`config.mk`:
```
export PLATFORM = sky130hd
export DESIGN_NAME = balanced_pdf_partitioner_top
export DESIGN_NICKNAME = d
export VERILOG_FILES = /design/src/hw/rtl/pdfp_pkg.sv /design/src/hw/rtl/balanced_pdf_partitioner_top.sv /design/src/hw/rtl/pdfp_front.sv /design/src/hw/rtl/pdfp_div.sv /design/src/hw/rtl/pdfp_back.sv
export SDC_FILE = /design/constraint.sdc
export NUM_CORES = 1
export LEC_CHECK = 0
export ABC_CLOCK_PERIOD_IN_PS = 5990
export BUFFER_PORTS_ARGS = -buffer_cell sky130_fd_sc_hd__buf_2
export CORE_AREA = 8 8 121 234
export DETAILED_ROUTE_END_ITERATION = 8
export DIE_AREA = 0 0 129 242
export SYNTH_ARGS = -nofsm -noshare
export SYNTH_HDL_FRONTEND = slang
export SYNTH_SLANG_ARGS = --single-unit
```
`constraint.sdc`:
```
create_clock -name clk -period 5.99 [get_ports clk]
set_clock_uncertainty 0.15 [all_clocks]
set_input_delay 0.8985 -clock clk [delete_from_list [all_inputs] [get_ports clk]]
set_output_delay 0.8985 -clock clk [all_outputs]
set_load 0.005 [all_outputs]
```
`src/hw/rtl/pdfp_pkg.sv`:
```
package pdfp_pkg;

  localparam int PROB_W      = 16;
  localparam int MASS_W      = 24;
  localparam int TGT_W       = PROB_W + 1;
  localparam int REG_W       = 4;
  localparam int CNT_W       = 5;
  localparam int MAX_REGIONS = 16;
  localparam int DIV_STEPS   = TGT_W;
  localparam int STEP_W      = 5;

  localparam logic [TGT_W-1:0]  ONE_FIX  = TGT_W'(1) << PROB_W;
  localparam logic [MASS_W-1:0] MASS_MAX = '1;

  localparam logic [CNT_W-1:0] COUNT_RESET = CNT_W'(4);

  // register addresses (word index)
  localparam logic REG_COMMAND_COUNT = 1'b0;

  typedef struct packed {
    logic [PROB_W-1:0] probability;
    logic              last_bin;
  } item_t;

  typedef struct packed {
    logic              restart;
    logic [CNT_W-1:0]  count;
  } cfg_t;

  typedef struct packed {
    logic              start;
    logic [TGT_W-1:0]  dividend;
    logic [REG_W-1:0]  divisor;
  } div_req_t;

  typedef struct packed {
    logic              done;
    logic [TGT_W-1:0]  quotient;
  } div_rsp_t;

  function automatic logic [CNT_W-1:0] eff_count(logic [CNT_W-1:0] n);
    logic [CNT_W-1:0] r;
    r = n;
    if (n == '0) r = CNT_W'(1);
    if (n > CNT_W'(MAX_REGIONS)) r = CNT_W'(MAX_REGIONS);
    return r;
  endfunction

  // first-region target, one over the count
  function automatic logic [TGT_W-1:0] frame_target(logic [CNT_W-1:0] n);
    logic [TGT_W-1:0] r;
    case (n)
      5'd1:    r = TGT_W'(ONE_FIX / 1);
      5'd2:    r = TGT_W'(ONE_FIX / 2);
      5'd3:    r = TGT_W'(ONE_FIX / 3);
      5'd4:    r = TGT_W'(ONE_FIX / 4);
      5'd5:    r = TGT_W'(ONE_FIX / 5);
      5'd6:    r = TGT_W'(ONE_FIX / 6);
      5'd7:    r = TGT_W'(ONE_FIX / 7);
      5'd8:    r = TGT_W'(ONE_FIX / 8);
      5'd9:    r = TGT_W'(ONE_FIX / 9);
      5'd10:   r = TGT_W'(ONE_FIX / 10);
      5'd11:   r = TGT_W'(ONE_FIX / 11);
      5'd12:   r = TGT_W'(ONE_FIX / 12);
      5'd13:   r = TGT_W'(ONE_FIX / 13);
      5'd14:   r = TGT_W'(ONE_FIX / 14);
      5'd15:   r = TGT_W'(ONE_FIX / 15);
      default: r = TGT_W'(ONE_FIX / MAX_REGIONS);
    endcase
    return r;
  endfunction

endpackage

```
`src/hw/rtl/balanced_pdf_partitioner_top.sv`:
```
// Balanced PDF partitioner. Stream in distribution bins (probability in s_tdata,
// s_tlast on the last bin of a frame); each bin comes back on the master side with
// the command region it falls in and the same tlast. Bins pass at one per cycle
// while the region stays the same and the output is not stalled. A region change
// before a frame's last bin starts a serial divider for the next region's target,
// one quotient bit per cycle; the following bin waits for it. N = command_count is
// clamped to 1..16, and a frame has at most N-1 region changes. A two-entry input
// queue takes up to two bins while the back end waits. Writing command_count
// (address 0) restarts the frame; write it only while the block is idle.
module balanced_pdf_partitioner_top (
  input  logic        clk,
  input  logic        rst,
  input  logic        s_tvalid,
  output logic        s_tready,
  input  logic [15:0] s_tdata,   // [15:0] probability
  input  logic        s_tlast,   // last_bin
  output logic        m_tvalid,
  input  logic        m_tready,
  output logic [7:0]  m_tdata,   // [3:0] region_index, [7:4] zero
  output logic        m_tlast,   // frame_end
  input  logic        psel,
  input  logic        penable,
  input  logic        pwrite,
  input  logic [2:0]  paddr,
  input  logic [31:0] pwdata,
  output logic [31:0] prdata,
  output logic        pready
);

  logic [pdfp_pkg::CNT_W-1:0] command_count;
  logic                       wr_en;
  pdfp_pkg::cfg_t             cfg;
  logic                       q_valid;
  logic                       q_ready;
  pdfp_pkg::item_t            q_item;
  pdfp_pkg::div_req_t         div_req;
  pdfp_pkg::div_rsp_t         div_rsp;

  assign pready = 1'b1;
  assign wr_en  = psel && penable && pwrite && pready &&
                  (paddr[2] == pdfp_pkg::REG_COMMAND_COUNT);
  assign cfg    = '{restart: wr_en, count: pwdata[pdfp_pkg::CNT_W-1:0]};

  always_ff @(posedge clk) begin
    if (rst) begin
      command_count <= pdfp_pkg::COUNT_RESET;
    end else if (wr_en) begin
      command_count <= pwdata[pdfp_pkg::CNT_W-1:0];
    end
  end

  assign prdata = (paddr[2] == pdfp_pkg::REG_COMMAND_COUNT)
                ? 32'(command_count) : 32'd0;

  pdfp_front u_front (
    .clk      (clk),
    .rst      (rst),
    .s_tvalid (s_tvalid),
    .s_tready (s_tready),
    .s_tdata  (s_tdata),
    .s_tlast  (s_tlast),
    .q_valid  (q_valid),
    .q_ready  (q_ready),
    .q_item   (q_item)
  );

  pdfp_div u_div (
    .clk (clk),
    .rst (rst),
    .req (div_req),
    .rsp (div_rsp)
  );

  pdfp_back u_back (
    .clk      (clk),
    .rst      (rst),
    .cfg      (cfg),
    .q_valid  (q_valid),
    .q_ready  (q_ready),
    .q_item   (q_item),
    .div_req  (div_req),
    .div_rsp  (div_rsp),
    .m_tvalid (m_tvalid),
    .m_tready (m_tready),
    .m_tdata  (m_tdata),
    .m_tlast  (m_tlast)
  );

endmodule

```
`src/hw/rtl/pdfp_front.sv`:
```
module pdfp_front (
  input  logic           clk,
  input  logic           rst,
  input  logic           s_tvalid,
  output logic           s_tready,
  input  logic [15:0]    s_tdata,   // [15:0] probability
  input  logic           s_tlast,
  output logic           q_valid,
  input  logic           q_ready,
  output pdfp_pkg::item_t q_item
);

  pdfp_pkg::item_t entries [2];
  logic       wr_ptr;
  logic       rd_ptr;
  logic [1:0] count;
  logic       push;
  logic       pop;

  assign s_tready = (count != 2'd2);
  assign q_valid  = (count != 2'd0);
  assign q_item   = entries[rd_ptr];
  assign push     = s_tvalid && s_tready;
  assign pop      = q_ready && q_valid;

  always_ff @(posedge clk) begin
    if (push) begin
      entries[wr_ptr] <= '{probability: s_tdata, last_bin: s_tlast};
    end
  end

  always_ff @(posedge clk) begin
    if (rst) begin
      wr_ptr <= 1'b0;
      rd_ptr <= 1'b0;
      count  <= 2'd0;
    end else begin
      if (push) wr_ptr <= ~wr_ptr;
      if (pop)  rd_ptr <= ~rd_ptr;
      count <= count + 2'(push) - 2'(pop);
    end
  end

endmodule

```
`src/hw/rtl/pdfp_div.sv`:
```
module pdfp_div (
  input  logic               clk,
  input  logic               rst,
  input  pdfp_pkg::div_req_t req,
  output pdfp_pkg::div_rsp_t rsp
);

  logic                            busy;
  logic [pdfp_pkg::STEP_W-1:0]     steps;
  logic [pdfp_pkg::REG_W-1:0]      rem;
  logic [pdfp_pkg::REG_W-1:0]      divisor;
  logic [pdfp_pkg::TGT_W-1:0]      quo;
  logic                            done;
  logic [pdfp_pkg::REG_W:0]        trial;
  logic                            fits;

  // restoring division, one quotient bit per cycle
  assign trial = {rem, quo[pdfp_pkg::TGT_W-1]};
  assign fits  = (trial >= {1'b0, divisor});

  always_ff @(posedge clk) begin
    if (req.start) begin
      rem     <= '0;
      quo     <= req.dividend;
      divisor <= req.divisor;
    end else if (busy) begin
      rem <= fits ? pdfp_pkg::REG_W'(trial - {1'b0, divisor})
                  : pdfp_pkg::REG_W'(trial);
      quo <= {quo[pdfp_pkg::TGT_W-2:0], fits};
    end
  end

  always_ff @(posedge clk) begin
    if (rst) begin
      busy  <= 1'b0;
      steps <= '0;
      done  <= 1'b0;
    end else begin
      done <= busy && (steps == pdfp_pkg::STEP_W'(1));
      if (req.start) begin
        busy  <= 1'b1;
        steps <= pdfp_pkg::STEP_W'(pdfp_pkg::DIV_STEPS);
      end else if (busy) begin
        steps <= steps - pdfp_pkg::STEP_W'(1);
        if (steps == pdfp_pkg::STEP_W'(1)) busy <= 1'b0;
      end
    end
  end

  assign rsp = '{done: done, quotient: quo};

endmodule

```
`src/hw/rtl/pdfp_back.sv`:
```
module pdfp_back (
  input  logic                 clk,
  input  logic                 rst,
  input  pdfp_pkg::cfg_t       cfg,
  input  logic                 q_valid,
  output logic                 q_ready,
  input  pdfp_pkg::item_t      q_item,
  output pdfp_pkg::div_req_t   div_req,
  input  pdfp_pkg::div_rsp_t   div_rsp,
  output logic                 m_tvalid,
  input  logic                 m_tready,
  output logic [7:0]           m_tdata,   // [3:0] region_index, [7:4] zero
  output logic                 m_tlast
);

  logic [pdfp_pkg::CNT_W-1:0]  n_eff;
  logic [pdfp_pkg::REG_W-1:0]  region;
  logic [pdfp_pkg::MASS_W-1:0] mass;
  logic [pdfp_pkg::TGT_W-1:0]  target;
  logic [pdfp_pkg::TGT_W-1:0]  committed;
  logic                        waiting;
  logic [pdfp_pkg::REG_W-1:0]  out_region;

  logic                        take;
  logic [pdfp_pkg::MASS_W:0]   sum_raw;
  logic [pdfp_pkg::MASS_W-1:0] sum;
  logic                        advance;
  logic [pdfp_pkg::TGT_W-1:0]  committed_next;
  logic [pdfp_pkg::TGT_W-1:0]  open_mass;
  logic [pdfp_pkg::REG_W-1:0]  left;
  logic [pdfp_pkg::REG_W-1:0]  region_next;

  assign take    = q_valid && !waiting && (!m_tvalid || m_tready);
  assign q_ready = take;

  assign sum_raw = {1'b0, mass} + (pdfp_pkg::MASS_W + 1)'(q_item.probability);
  assign sum     = sum_raw[pdfp_pkg::MASS_W] ? pdfp_pkg::MASS_MAX
                                             : sum_raw[pdfp_pkg::MASS_W-1:0];
  assign advance = (sum > pdfp_pkg::MASS_W'(target)) &&
                   (({1'b0, region} + pdfp_pkg::CNT_W'(1)) < n_eff);

  assign committed_next = committed + target;
  assign open_mass = (committed_next >= pdfp_pkg::ONE_FIX) ? '0
                                                           : pdfp_pkg::ONE_FIX - committed_next;
  assign left        = pdfp_pkg::REG_W'(n_eff - {1'b0, region} - pdfp_pkg::CNT_W'(1));
  assign region_next = advance ? region + pdfp_pkg::REG_W'(1) : region;

  // a region change on a frame's last bin needs no new target
  assign div_req = '{start: take && advance && !q_item.last_bin,
                     dividend: open_mass, divisor: left};

  always_ff @(posedge clk) begin
    if (rst) begin
      n_eff     <= pdfp_pkg::eff_count(pdfp_pkg::COUNT_RESET);
      region    <= '0;
      mass      <= '0;
      target    <= pdfp_pkg::frame_target(pdfp_pkg::eff_count(pdfp_pkg::COUNT_RESET));
      committed <= '0;
      waiting   <= 1'b0;
      m_tvalid  <= 1'b0;
    end else if (cfg.restart) begin
      n_eff     <= pdfp_pkg::eff_count(cfg.count);
      region    <= '0;
      mass      <= '0;
      target    <= pdfp_pkg::frame_target(pdfp_pkg::eff_count(cfg.count));
      committed <= '0;
    end else begin
      if (m_tvalid && m_tready) m_tvalid <= 1'b0;
      if (div_rsp.done) begin
        target  <= div_rsp.quotient;
        waiting <= 1'b0;
      end
      if (take) begin
        m_tvalid <= 1'b1;
        if (q_item.last_bin) begin
          region    <= '0;
          mass      <= '0;
          target    <= pdfp_pkg::frame_target(n_eff);
          committed <= '0;
        end else if (advance) begin
          region    <= region_next;
          mass      <= pdfp_pkg::MASS_W'(q_item.probability);
          committed <= committed_next;
          waiting   <= 1'b1;
        end else begin
          mass <= sum;
        end
      end
    end
  end

  always_ff @(posedge clk) begin
    if (take) begin
      out_region <= region_next;
      m_tlast    <= q_item.last_bin;
    end
  end

  assign m_tdata = {4'b0000, out_region};

endmodule

```
Word-level counts from Yosys, hierarchy flattened
Memories as Yosys holds them, arrays and structs flattened. A register that Yosys moved wholly into a read port is not among the register bits.
Index checks and enable logic that the tools add are counted.

storage, ports and cells
  memory bits (read-only) = 544
  flip-flop bits (word level) = 115
  bits in writable memories = 34
  output and inout bits = 44
  memories kept = 3
  input bits = 59
  logic and storage cells = 110

operators by class
  mux-type cells = 40
  $add $sub $neg = 11
  reduce and logical (&&, ||, !) cells = 25
  equality and inequality tests = 2
  $lt $le $gt $ge = 5
  bitwise operators = 4

memories
  memory            depth  width  rd ports  clocked after memory_dff  write ports  RTL line          text
  (name not given)  16     17     1         0                         0            pdfp_pkg.sv:52    case (n)
  (name not given)  16     17     1         1                         0            pdfp_pkg.sv:52
  u_front.entries   2      17     1         1                         1            pdfp_front.sv:13  pdfp_pkg::item_t entries [2];

operator list
  operator                number
  $mux 17                 11
  $mux 24                 3
  $mux 5                  7
  $add 24x16->25          1
  $gt 24x17->1            1
  $mux 4                  6
  $add 17x17->17          1
  $ge 17x17->1 const B    1
  $sub 17x17->17 const A  1
  $mux 1                  13
  $logic_and 1x1->1       12
  $reduce_bool 2->1       4
  $sub 4x4->4             2
  $add 4x1->5 const B     1
  $eq 5x1->1 const B      1
  $ge 5x4->1              1
  $gt 5x5->1 const B      1
  $logic_not 5->1         1
  $lt 5x5->1              1
  $sub 5x1->5 const B     1
  $add 4x1->4 const B     1
  $not 1->1               4
  $reduce_and 2->1        2
  $reduce_or 2->1         2
  6 further kinds         8

Depth between registers and ports, before layout
Gate-level depths: netlist of the first run.
An unclocked memory read counts as a cell.

  depth in word-level cells = 8
  depth in mapped cells = 24
  mapped depth without buffers = 20

By module
Synthesis of the first run repeated with hierarchy kept, for this count alone.

second synthesis, totals
  cell total of the unflattened synthesis = 1144
  area, all modules = 10570.1 µm²

by module, submodules not included
  module                        area each (µm²)  seq. area each (µm²)  cells an instance  times used
  pdfp_back                     7065.5           1871.8                894                1
  pdfp_front                    1510.2           1121.1                77                 1
  pdfp_div                      1500.2           850.8                 115                1
  balanced_pdf_partitioner_top  494.2            100.1                 58                 1

Worst setup path before layout of the first run
OpenSTA, ideal clock, no wires.

  path kind = reg2reg
  start = register (tool-made name)
  end = register u_div.quo[0] in the netlist's numbering, enable pin
  setup time = 374 ps
  clock period less this slack = 5805 ps
  cell stages (with the launch flop) = 22
  setup slack = 185 ps
  buffers on the path = 3
  data required time = 5466 ps
  data arrival time = 5281 ps
  path through = dfxtp_1 > clkbuf_1 > mux2_2 > ha_1 > fa_1 > a21o_1 > a221o_1 > a31oi_1 > a21oi_1 > nand3_1 > clkbuf_1 > nand2_1 > ha_1 > nand2_1 > nor2_1 > a2111oi_0 > o31ai_1 > o21ai_0 > nand4_1 > o21ai_1 > buf_2 > nand2b_1

RTL lines
  what                  RTL line        text
  end signal, assigned  pdfp_div.sv:24  quo <= req.dividend;
  end signal, assigned  pdfp_div.sv:29  quo <= {quo[pdfp_pkg::TGT_W-2:0], fits};
  end, declared         pdfp_div.sv:12  logic [pdfp_pkg::TGT_W-1:0] quo;

==> results of run 1 <==
worst max-delay path, stage by stage (launching register included):
cell and delay [ps]:
dfxtp_1 330, mux2_2 360, ha_1 230, fa_1 420, a21o_1 220, a221o_1 360, a31oi_2 220, buf_4 170
a21oi_1 90, nand3_2 180, buf_4 220, o21ai_0 170, ha_1 330, nand4_1 140, a2111oi_0 480, a211o_1 160
o21ai_1 100, nand4_1 220, o21ai_2 90, buf_4 210, buf_4 160, buf_4 140, o41ai_1 310
metrics by stage:
step	setup slack (ps)	instance area (µm²)	util, %	cells	hold WS (ps)
6_report	321	11600	45.7	1531	306
5_1_grt	45.6	11600	45.7	1531	327
4_1_cts	132	11600	45.7	1531	307
3_5_place_dp	129	11000	43.1	1499	296
3_3_place_gp	165	11000	43.1	1499	291
2_1_floorplan	185	10500	-	1181	280
area by class of cell:
type                    count  area [µm²]
inverters                  52         195
clock inverters             7        98.8
multi-input cells         871        5940
fillers                  2469       13800
clock buffers              25         549
flip-flops and latches    167        3940
repair buffers             69         478
well taps                 340         425
how the worst min path moves through the flow:
stage / from / depth (start not counted) / end
floorplan: command_count[2] / 2 / command_count[2]
global placement: command_count[1] / 2 / command_count[1]
detailed placement: command_count[0] / 2 / command_count[0]
CTS: command_count[0] / 2 / command_count[0]
global route: command_count[0] / 2 / command_count[0]
finish: command_count[0] / 2 / command_count[0]
metal layers:
metal  wire [µm]  share of wire [%]  GRT usage [%]
met1       11500                 44           20.9
met2       12900                 50           28.6
met3         862                3.3           2.56
met4         693                2.7           6.96
met5           0                  0              0
power by group through the flow:
stage	logic, mW	registers [mW]	clock network, mW
floorplan	2.44	1.66	0
global placement	3.42	1.74	0
detailed placement	3.50	1.74	0
CTS	3.52	1.72	1.22
global route	3.91	1.74	1.25
finish	3.52	1.71	1.19
timing repair:
item                                   CTS  global route
setup buffers                            0             0
setup endpoints to repair                0            97
endpoints found under the hold margin    0             0
gates resized for setup                  0             6
cells by family after synthesis:
kind of cell | share of synthesized area [%]
and+or+nand+nor | 15.9
AOI/OAI and AO/OA | 20.9
DFF | 37.9
buffers and inverters | 6.41
adders and majority gates | 10.3
xor gates and xnor gates | 4.46
muxes | 4.17
other | 0.0722
placed cells by master (no fill, tap or decap), drive strengths merged, types with 11 or more instances in the layout:
cell type and count:
a211oi 15, a21o 21, a21oi 114, a22o 36
a31oi 13, a32oi 16, and3 11, buf 69
clkbuf 25, conb 32, dfxtp 107, edfxtp 60
ha 79, inv 54, mux2 19, mux2i 22
nand2 104, nand2b 12, nand3 16, nand4 32
nor2 90, nor2b 15, nor3 19, o21ai 40
xnor2 30, xor2 23
==> flow_summary_export.csv, run 1 <==
group,metric,value,unit
detailed_routing,viasPerCell,5.60,
detailed_routing,drtPass1Iterations,5,
detailed_routing,drc_errors,0,
run_status,status,"completed",
sta,slew_headroom,31.0,%
cts,cts.sinks,167,
floorplan,initial_core_util,40.9,%
yosys,synthMostInstantiatedCell,"a21oi_1",
cts,cts_max_level,4,
cts,clockBufferDepth,2,
cts,path_clk_slew,70,ps
power,netSwitchingPower,2.73,mW
floorplan,die_w,129,µm
sta,tns,0,ps
placement,gp_congestion,0.898,
cts,root_buffer,"clkbuf_16",
sta,slew_viol_final,0,
yosys,synth_area,10400,µm²
worst_setup_path,critPathLaunchType,"flop",
sta,fin_crit_sh,94.6,%
detailed_routing,routed_wl,26000,µm
layout,nNetsFinal,1320,
floorplan,core_area,25400,µm²
power,p_per_area,553,nW/µm²
worst_setup_path,reg2reg_to,"u_div.quo[15]",
grt,grt_max_degree,45,
layout,drive_gt1_share,12.0,%
worst_setup_path,worstSetupPathType,"reg2reg",
placement,io_buffers,41,
worst_setup_path,arrival,5770,ps
yosys,synth_cell_type_count,83,
grt,grt_remaining_overflow,0,
flow_run,drv_cap,0,
cts,cts_buffers,17,
floorplan,die_area,31200,µm²
power,swShare,42.5,%
worst_setup_path,worstSetupEndpointType,"flop",
sta,max_clock_freq,176,MHz
yosys,seq_area_frac_synth,37.9,%
worst_setup_path,crit_path_end,"u_div.quo[15]",
sta,hold_violations,0,
yosys,synth_cells,1151,
floorplan,rows,83,
worst_setup_path,ff2ff_setup_slack,320,ps
min_path,hold_class,"reg2reg",
power,seq_power_share,26.7,%
sta,finalSetupViolations,0,
cts,insertion_delay,440,ps
floorplan,die_y,242,µm
detailed_routing,drtIter0Drc,547,
floorplan,io_pins,103,
grt,grt_pass1_wl,42300,µm
worst_setup_path,critPathMaxFanout,11,
grt,grt_pass1_vias,8367,
yosys,synth-edff-count,60,
detailed_routing,postRouteAntennaNets,0,
sta,grt_setup_unrepaired,"false",
power,combPwrFrac,54.8,%
yosys,netlist.area_leader.share,20.6,%
layout,area_delta_synth_final,11.8,%
worst_setup_path,critPathRequiredTime,6090,ps
detailed_routing,via_count,8572,
yosys,ys_dominant_reg_cell,"dfxtp_1",
yosys,synth_top_area_cell,"dfxtp_1",
power,finalPower,6.43,mW
worst_setup_path,reg2reg_depth,22,
sta,min_period,5670,ps
power,internal_power,3.70,mW
cts,cts_tree,"built",
yosys,synth-warning-count,0,
yosys,ys_top_cells_by_count,"a21oi_1 (114), dfxtp_1 (107), nand2_1 (104), nor2_1 (90), ha_1 (79)",
power,irDropWorstVdd,0.315,mV
power,clock_power_share,18.5,%
yosys,synth_area_leaders,"dfxtp_1 (21%), edfxtp_1 (17%), ha_1 (9.5%), a21oi_1 (5.5%), nand2_1 (3.8%)",
sta,worst_pin_slew,1030,ps
yosys,async_flop_share,0,%
power,p_leak,4.74,nW
placement,dp_hpwl,19300,µm
grt,grt_usage,16.9,%
layout,n_antenna_cell,0,
yosys,synth.avg_cell_area,9.04,µm²
detailed_routing,wl_per_cell,17.0,µm
cts,cts_hold_buf,0,
grt,grt_antenna_before_repair,0,
yosys,ys_ff_latch,167,
(Power assumes the default switching activity.)
==> run 2, diff against run 1 <==
CORE_AREA = 8 8 122 236   (was 8 8 121 234)
DIE_AREA = 0 0 130 244   (was 0 0 129 242)
SYNTH_HIERARCHICAL = 1   (was unset)
==> flow_summary_export.csv, run 2 <==
group,metric,value,unit
detailed_routing,drtIter0Drc,426,
floorplan,core_area,25700,µm²
worst_setup_path,worstPathBufferInverterCount,6,
power,irDropWorstVdd,0.232,mV
worst_setup_path,critical_path.most_common_cell,"buf_4",
worst_setup_path,arrival,5860,ps
cts,root_buffer,"clkbuf_16",
sta,slew_viol_final,0,
worst_setup_path,worstSetupPathType,"reg2reg",
layout,final_cell_mix,"nand2_1 (110), dfxtp_1 (106), nor2_1 (90), a21oi_1 (90), ha_1 (68)",
yosys,synth-edff-count,60,
detailed_routing,drc_errors,0,
yosys,synth_area,10600,µm²
floorplan,die_w,130,µm
placement,dp_hpwl,22300,µm
detailed_routing,routed_wl,28400,µm
cts,cts_max_level,4,
worst_setup_path,cp_cell_sequence,"buf_12, buf_4, mux2_4, ha_1, buf_4, a211oi_2, nor2_1, nor2_2, a211o_1, buf_12, nand2_1, ha_1, nand4_1, o21bai_1, a311o_1, and3_1, o21ai_0, buf_4, nor4b_4, nand3_1, nand2_1, nor3_4, clkbuf_16, mux2_2",
sta,final.setup.worst_slack,182,ps
detailed_routing,wl_per_cell,18.4,µm
yosys,synth_cell_type_count,89,
sta,min_period,5810,ps
cts,clockBufferDepth,2,
worst_setup_path,critPathLaunchType,"flop",
yosys,synth-simple-area-share,16.5,%
sta,fin_crit_sh,97.0,%
sta,max_clock_freq,172,MHz
detailed_routing,drtPass1Iterations,4,
worst_setup_path,critPathSlowestCell,"nor3_4",
yosys,ys_top_cells_by_count,"nand2_1 (112), dfxtp_1 (107), a21oi_1 (94), nor2_1 (91), ha_1 (79)",
worst_setup_path,reg2reg_to,"u_div/quo[2]",
sta,worst_pin_slew,1060,ps
worst_setup_path,crit_path_end,"u_div/quo[2]",
power,finalPower,6.85,mW
cts,cts.sinks,167,
cts,cts_buffers,17,
power,p_leak,4.97,nW
flow_run,drv_cap,0,
yosys,synth_top_area_cell,"dfxtp_1",
placement,dp_slack,145,ps
floorplan,die_area,31700,µm²
run_status,status,"completed",
cts,path_clk_slew,70,ps
yosys,synth_area_leaders,"dfxtp_1 (20%), edfxtp_1 (17%), ha_1 (9.4%), a21oi_1 (4.5%), nand2_1 (4.0%)",
sta,hold_violations,0,
detailed_routing,postRouteAntennaNets,0,
worst_setup_path,critical_path_depth,24,
placement,io_buffers,41,
yosys,synthMostInstantiatedCell,"nand2_1",
placement,gp_congestion,0.981,
cts,cts_tree,"built",
worst_setup_path,critPathRequiredTime,6040,ps
grt,grt_pass1_vias,8716,
yosys,synth_xor_area_share,5.05,%
floorplan,rows,83,
yosys,synth_compound_area_share,17.4,%
yosys,muxShareOfSynthArea,6.98,%
grt,grt_remaining_overflow,0,
detailed_routing,viasPerCell,5.41,
worst_setup_path,ff2ff_setup_slack,180,ps
min_path,hold_class,"reg2reg",
yosys,synth-warning-count,6,
floorplan,io_pins,103,
detailed_routing,via_count,8351,
layout,nFillCells,2521,
worst_setup_path,cp_top_family,"simple AND/OR/NAND/NOR gates",
yosys,ys_ff_latch,167,
yosys,synthAdderAreaFrac,10.1,%
cts,insertion_delay,450,ps
sta,finalSetupViolations,0,
grt,grt_usage,18.5,%
layout,drive_gt1_share,16.4,%
yosys,netlist.area_leader.share,20.3,%
yosys,seq_area_frac_synth,37.3,%
yosys,async_flop_share,0,%
floorplan,initial_core_util,41.2,%
yosys,synth_top_family_by_area,"compound AO/OA/AOI/OAI gates",
layout,n_antenna_cell,0,
layout,final-seq-area,3950,µm²
yosys,synth_cells,1144,
layout,nNetsFinal,1332,
power,p_per_area,573,nW/µm²
grt,grt_max_degree,51,
grt,grt_pass1_wl,44900,µm
sta,slew_headroom,29.0,%
grt,grt_antenna_before_repair,0,
layout,area_delta_synth_final,13.1,%
worst_setup_path,critPathMaxFanout,8,
layout,multi_input_area,6210,µm²
floorplan,die_y,244,µm
worst_setup_path,reg2reg_depth,24,
layout,final_common_cell,"nand2_1",
worst_setup_path,worstSetupEndpointType,"flop",
worst_setup_path,critical-path-max-stage-delay,530,ps
yosys,ys_dominant_reg_cell,"dfxtp_1",
yosys,synth.avg_cell_area,9.24,µm²
## run 2: cell families after synthesis
group	after synthesis
compound gates	274
xor+xnor	61
fa+ha+maj	83
buf+inv	136
flops	167
mux	65
other cells	3
simple gates	355
## run 2: metal layers
metal	share of wire (%)	GRT usage (%)
met5	0	0
met4	5.4	11.7
met3	2.8	3.25
met2	56	35.8
met1	36	17.0
## run 2: worst reg2reg max path, cell delays in order, from the launching register on
cell,delay [ps]
dfxtp_4,360
buf_12,140
buf_4,150
mux2_4,310
ha_1,330
buf_4,180
a211oi_2,250
nor2_1,90
nor2_2,180
a211o_1,220
buf_12,150
nand2_1,160
ha_1,350
nand4_1,140
o21bai_1,200
a311o_1,310
and3_1,180
o21ai_0,160
buf_4,150
nor4b_4,50
nand3_1,110
nand2_1,110
nor3_4,530
clkbuf_16,280
mux2_2,340
## run 2: per-stage QoR
stage | setup TNS, ps | hold WS, ps | utilization, % | std cells | instance area [µm²]
floorplan | 0 | 281 | - | 1173 | 10700
global placement | 0 | 297 | 43.6 | 1508 | 11200
detailed placement | 0 | 306 | 43.6 | 1508 | 11200
CTS | 0 | 324 | 45.9 | 1540 | 11800
global route | -652 | 337 | 46.6 | 1543 | 12000
finish | 0 | 327 | 46.6 | 1543 | 12000
## run 2: final cells by class
cell class	count	area share, %
Clock buffer	19	3.62
Sequential cell	167	33.0
Tap cell	340	3.56
Multi-Input combinational cell	870	51.9
Inverter	55	1.73
Clock inverter	13	1.30
Timing Repair Buffer	79	4.88
## run 2: how the worst min path moves through the flow
stage,startpoint,end,slack (ps),cells after the start
global placement,u_back/mass[15],u_back/mass[15],300,2
floorplan,u_back/mass[15],u_back/mass[15],280,2
global route,u_back/mass[15],u_back/mass[15],340,2
detailed placement,u_back/committed[8],u_back/committed[8],310,1
CTS,u_back/mass[15],u_back/mass[15],320,2
finish,command_count[0],command_count[0],330,2
## run 2: power breakdown
group	internal (mW)	switching, mW
Combinational	1.71	2.25
Clock	0.653	0.465
Sequential	1.55	0.218
## run 2: what timing repair did
item	CTS	global route
setup buffers	0	2
gates resized for setup	0	33
endpoints found under the setup margin	0	47
hold buffers	0	0
==> run 3, diff against run 2 <==
CELL_PAD_IN_SITES_DETAIL_PLACEMENT = 1   (was unset)
CELL_PAD_IN_SITES_GLOBAL_PLACEMENT = 2   (was unset)
CORE_AREA = 8 8 133 259   (was 8 8 122 236)
DIE_AREA = 0 0 141 267   (was 0 0 130 244)
PLACE_DENSITY_LB_ADDON = 0.1   (was unset)
SYNTH_HIERARCHICAL = unset   (was 1)
==> flow_summary_export.csv, run 3 (synthesis results as in run 1) <==
group,metric,value,unit
grt,grt_pass1_vias,9109,
grt,met2_usage,30.2,%
worst_setup_path,cp_top_family,"compound AO/OA/AOI/OAI gates",
grt,grt_max_degree,35,
worst_setup_path,worstSetupPathType,"reg2reg",
power,finalPower,6.73,mW
power,irDropWorstVdd,0.390,mV
cts,cts.sinks,167,
layout,final_cell_mix,"a21oi_1 (114), dfxtp_1 (107), nand2_1 (104)",
cts,cts_tree,"built",
detailed_routing,wl_per_cell,19.2,µm
floorplan,die_w,141,µm
worst_setup_path,critical_path.most_common_cell,"buf_4",
power,netSwitchingPower,2.98,mW
layout,drive_gt1_share,12.4,%
grt,grt_antenna_before_repair,0,
grt,grt_pass1_wl,50400,µm
sta,final.setup.worst_slack,290,ps
placement,place_area,11200,µm²
grt,top_usage_layer,"met2",
placement,io_buffers,41,
worst_setup_path,worstPathBufferInverterCount,6,
sta,fin_crit_sh,95.2,%
floorplan,die_area,37600,µm²
worst_setup_path,critPathRequiredTime,6060,ps
power,p_per_area,572,nW/µm²
floorplan,die_y,267,µm
grt,grt_use_met1,20.8,%
worst_setup_path,cp_cell_sequence,"mux2_2, ha_1, fa_1, a21o_1, a221o_1, a31oi_4, buf_4, a21oi_1, nand3_1, buf_4, buf_4, nand2_1, ha_1, nand2_1, o21bai_1, a2111oi_0, a211o_1, o21ai_1, nand4_1, o21ai_2, buf_12, buf_12, buf_4, o41ai_1",
layout,nNetsFinal,1330,
worst_setup_path,arrival,5770,ps
power,combPwrFrac,58.5,%
cts,cts_buffers,17,
sta,slew_viol_final,0,
min_path,hold_class,"reg2reg",
sta,slew_headroom,25.5,%
layout,n_antenna_cell,0,
worst_setup_path,critical-path-max-stage-delay,430,ps
flow_run,drv_cap,0,
layout,final_common_cell,"a21oi_1",
sta,min_period,5700,ps
sta,finalSetupViolations,0,
detailed_routing,drtIter0Drc,408,
power,seq_power_share,25.6,%
power,clock_power_share,16.0,%
cts,root_buffer,"clkbuf_16",
detailed_routing,viasPerCell,5.27,
sta,worst_pin_slew,1120,ps
worst_setup_path,critPathLaunchType,"flop",
placement,dp_slack,126,ps
power,swShare,44.3,%
grt,grt_usage,17.1,%
detailed_routing,postRouteAntennaNets,0,
worst_setup_path,critPathSlowestCell,"fa_1",
sta,max_clock_freq,175,MHz
power,p_leak,4.77,nW
detailed_routing,routed_wl,31200,µm
cts,insertion_delay,450,ps
placement,dp_hpwl,23500,µm
floorplan,io_pins,103,
grt,grt_remaining_overflow,0,
cts,cts_max_level,4,
detailed_routing,via_count,8554,
worst_setup_path,critPathMaxFanout,9,
grt,met3_usage,2.10,%
floorplan,rows,92,
layout,area_delta_synth_final,13.2,%
run_status,status,"completed",
worst_setup_path,worstSetupEndpointType,"flop",
cts,clockBufferDepth,2,
sta,grt_setup_unrepaired,"false",
cts,cts_hold_buf,0,
layout,final_area,11800,µm²
power,internal_power,3.75,mW
sta,hold_violations,0,
floorplan,initial_core_util,33.4,%
layout,nFillCells,3680,
cts,path_clk_slew,70,ps
detailed_routing,drtPass1Iterations,5,
sta,tns,0,ps
detailed_routing,drc_errors,0,
placement,gp_congestion,0.809,
floorplan,core_area,31200,µm²
[run 3: changes by cell type in the layout (fill, tap and decap cells not counted), moves of 7 or more]
cell      change
mux2i_1       -7
a21oi_1      +24
mux2_4       -11
ha_1         +11
a22oi_1      -17
nand4_1      +15
a22o_1       +18
a32oi_1      +15
nand2b_1     -10
[run 3: layout make-up]
class	instances	area, µm²	share of cell area, %
Inverter	52	195	1.66
Timing Repair Buffer	79	608	5.16
Clock inverter	14	123	1.04
Multi-Input combinational cell	871	5950	50.5
Sequential cell	167	3940	33.5
Clock buffer	18	429	3.64
Tap cell	423	529	4.49
[run 3: worst paths after layout]
path / startpoint / endpoint / slack, ps / depth (start not counted)
min: command_count[0] / command_count[0] / 310 / 2
max reg2reg: flop / u_div.quo[15] / 290 / 24
min reg2reg: command_count[0] / command_count[0] / 310 / 2
max: flop / u_div.quo[15] / 290 / 24
[run 3: power groups by stage]
stage | clock [mW] | combinational [mW] | sequential, mW
5_1_grt | 1.15 | 4.36 | 1.76
2_1_floorplan | 0 | 2.44 | 1.66
6_report | 1.08 | 3.94 | 1.72
3_5_place_dp | 0 | 3.71 | 1.75
4_1_cts | 1.11 | 3.74 | 1.73
3_3_place_gp | 0 | 3.63 | 1.75
[run 3: metrics by stage]
step                util [%]  hold WS [ps]  instances
floorplan                  -           280       1181
global placement        35.8           290       1589
detailed placement      35.8           302       1589
CTS                     37.6           313       1621
global route            37.8           349       1624
finish                  37.8           308       1624
[run 3: routing by layer]
layer / vias to the layer above / share of wire, %
li1: 4223 / -
met1: 4199 / 45
met2: 103 / 51
met3: 29 / 1.9
met4: 0 / 2.0
met5: - / 0
[run 3: tightest hold or removal path, cell delays in order (launching register included)]
cell and delay (ps):
dfxtp_1 310, nand2_1 50, a21oi_1 50
[run 3: timing repair]
| item | in CTS | in global routing |
|---|---|---|
| buffers inserted | 0 | 2 |
| setup endpoints to repair | 0 | 95 |
| gates resized for setup | 0 | 6 |
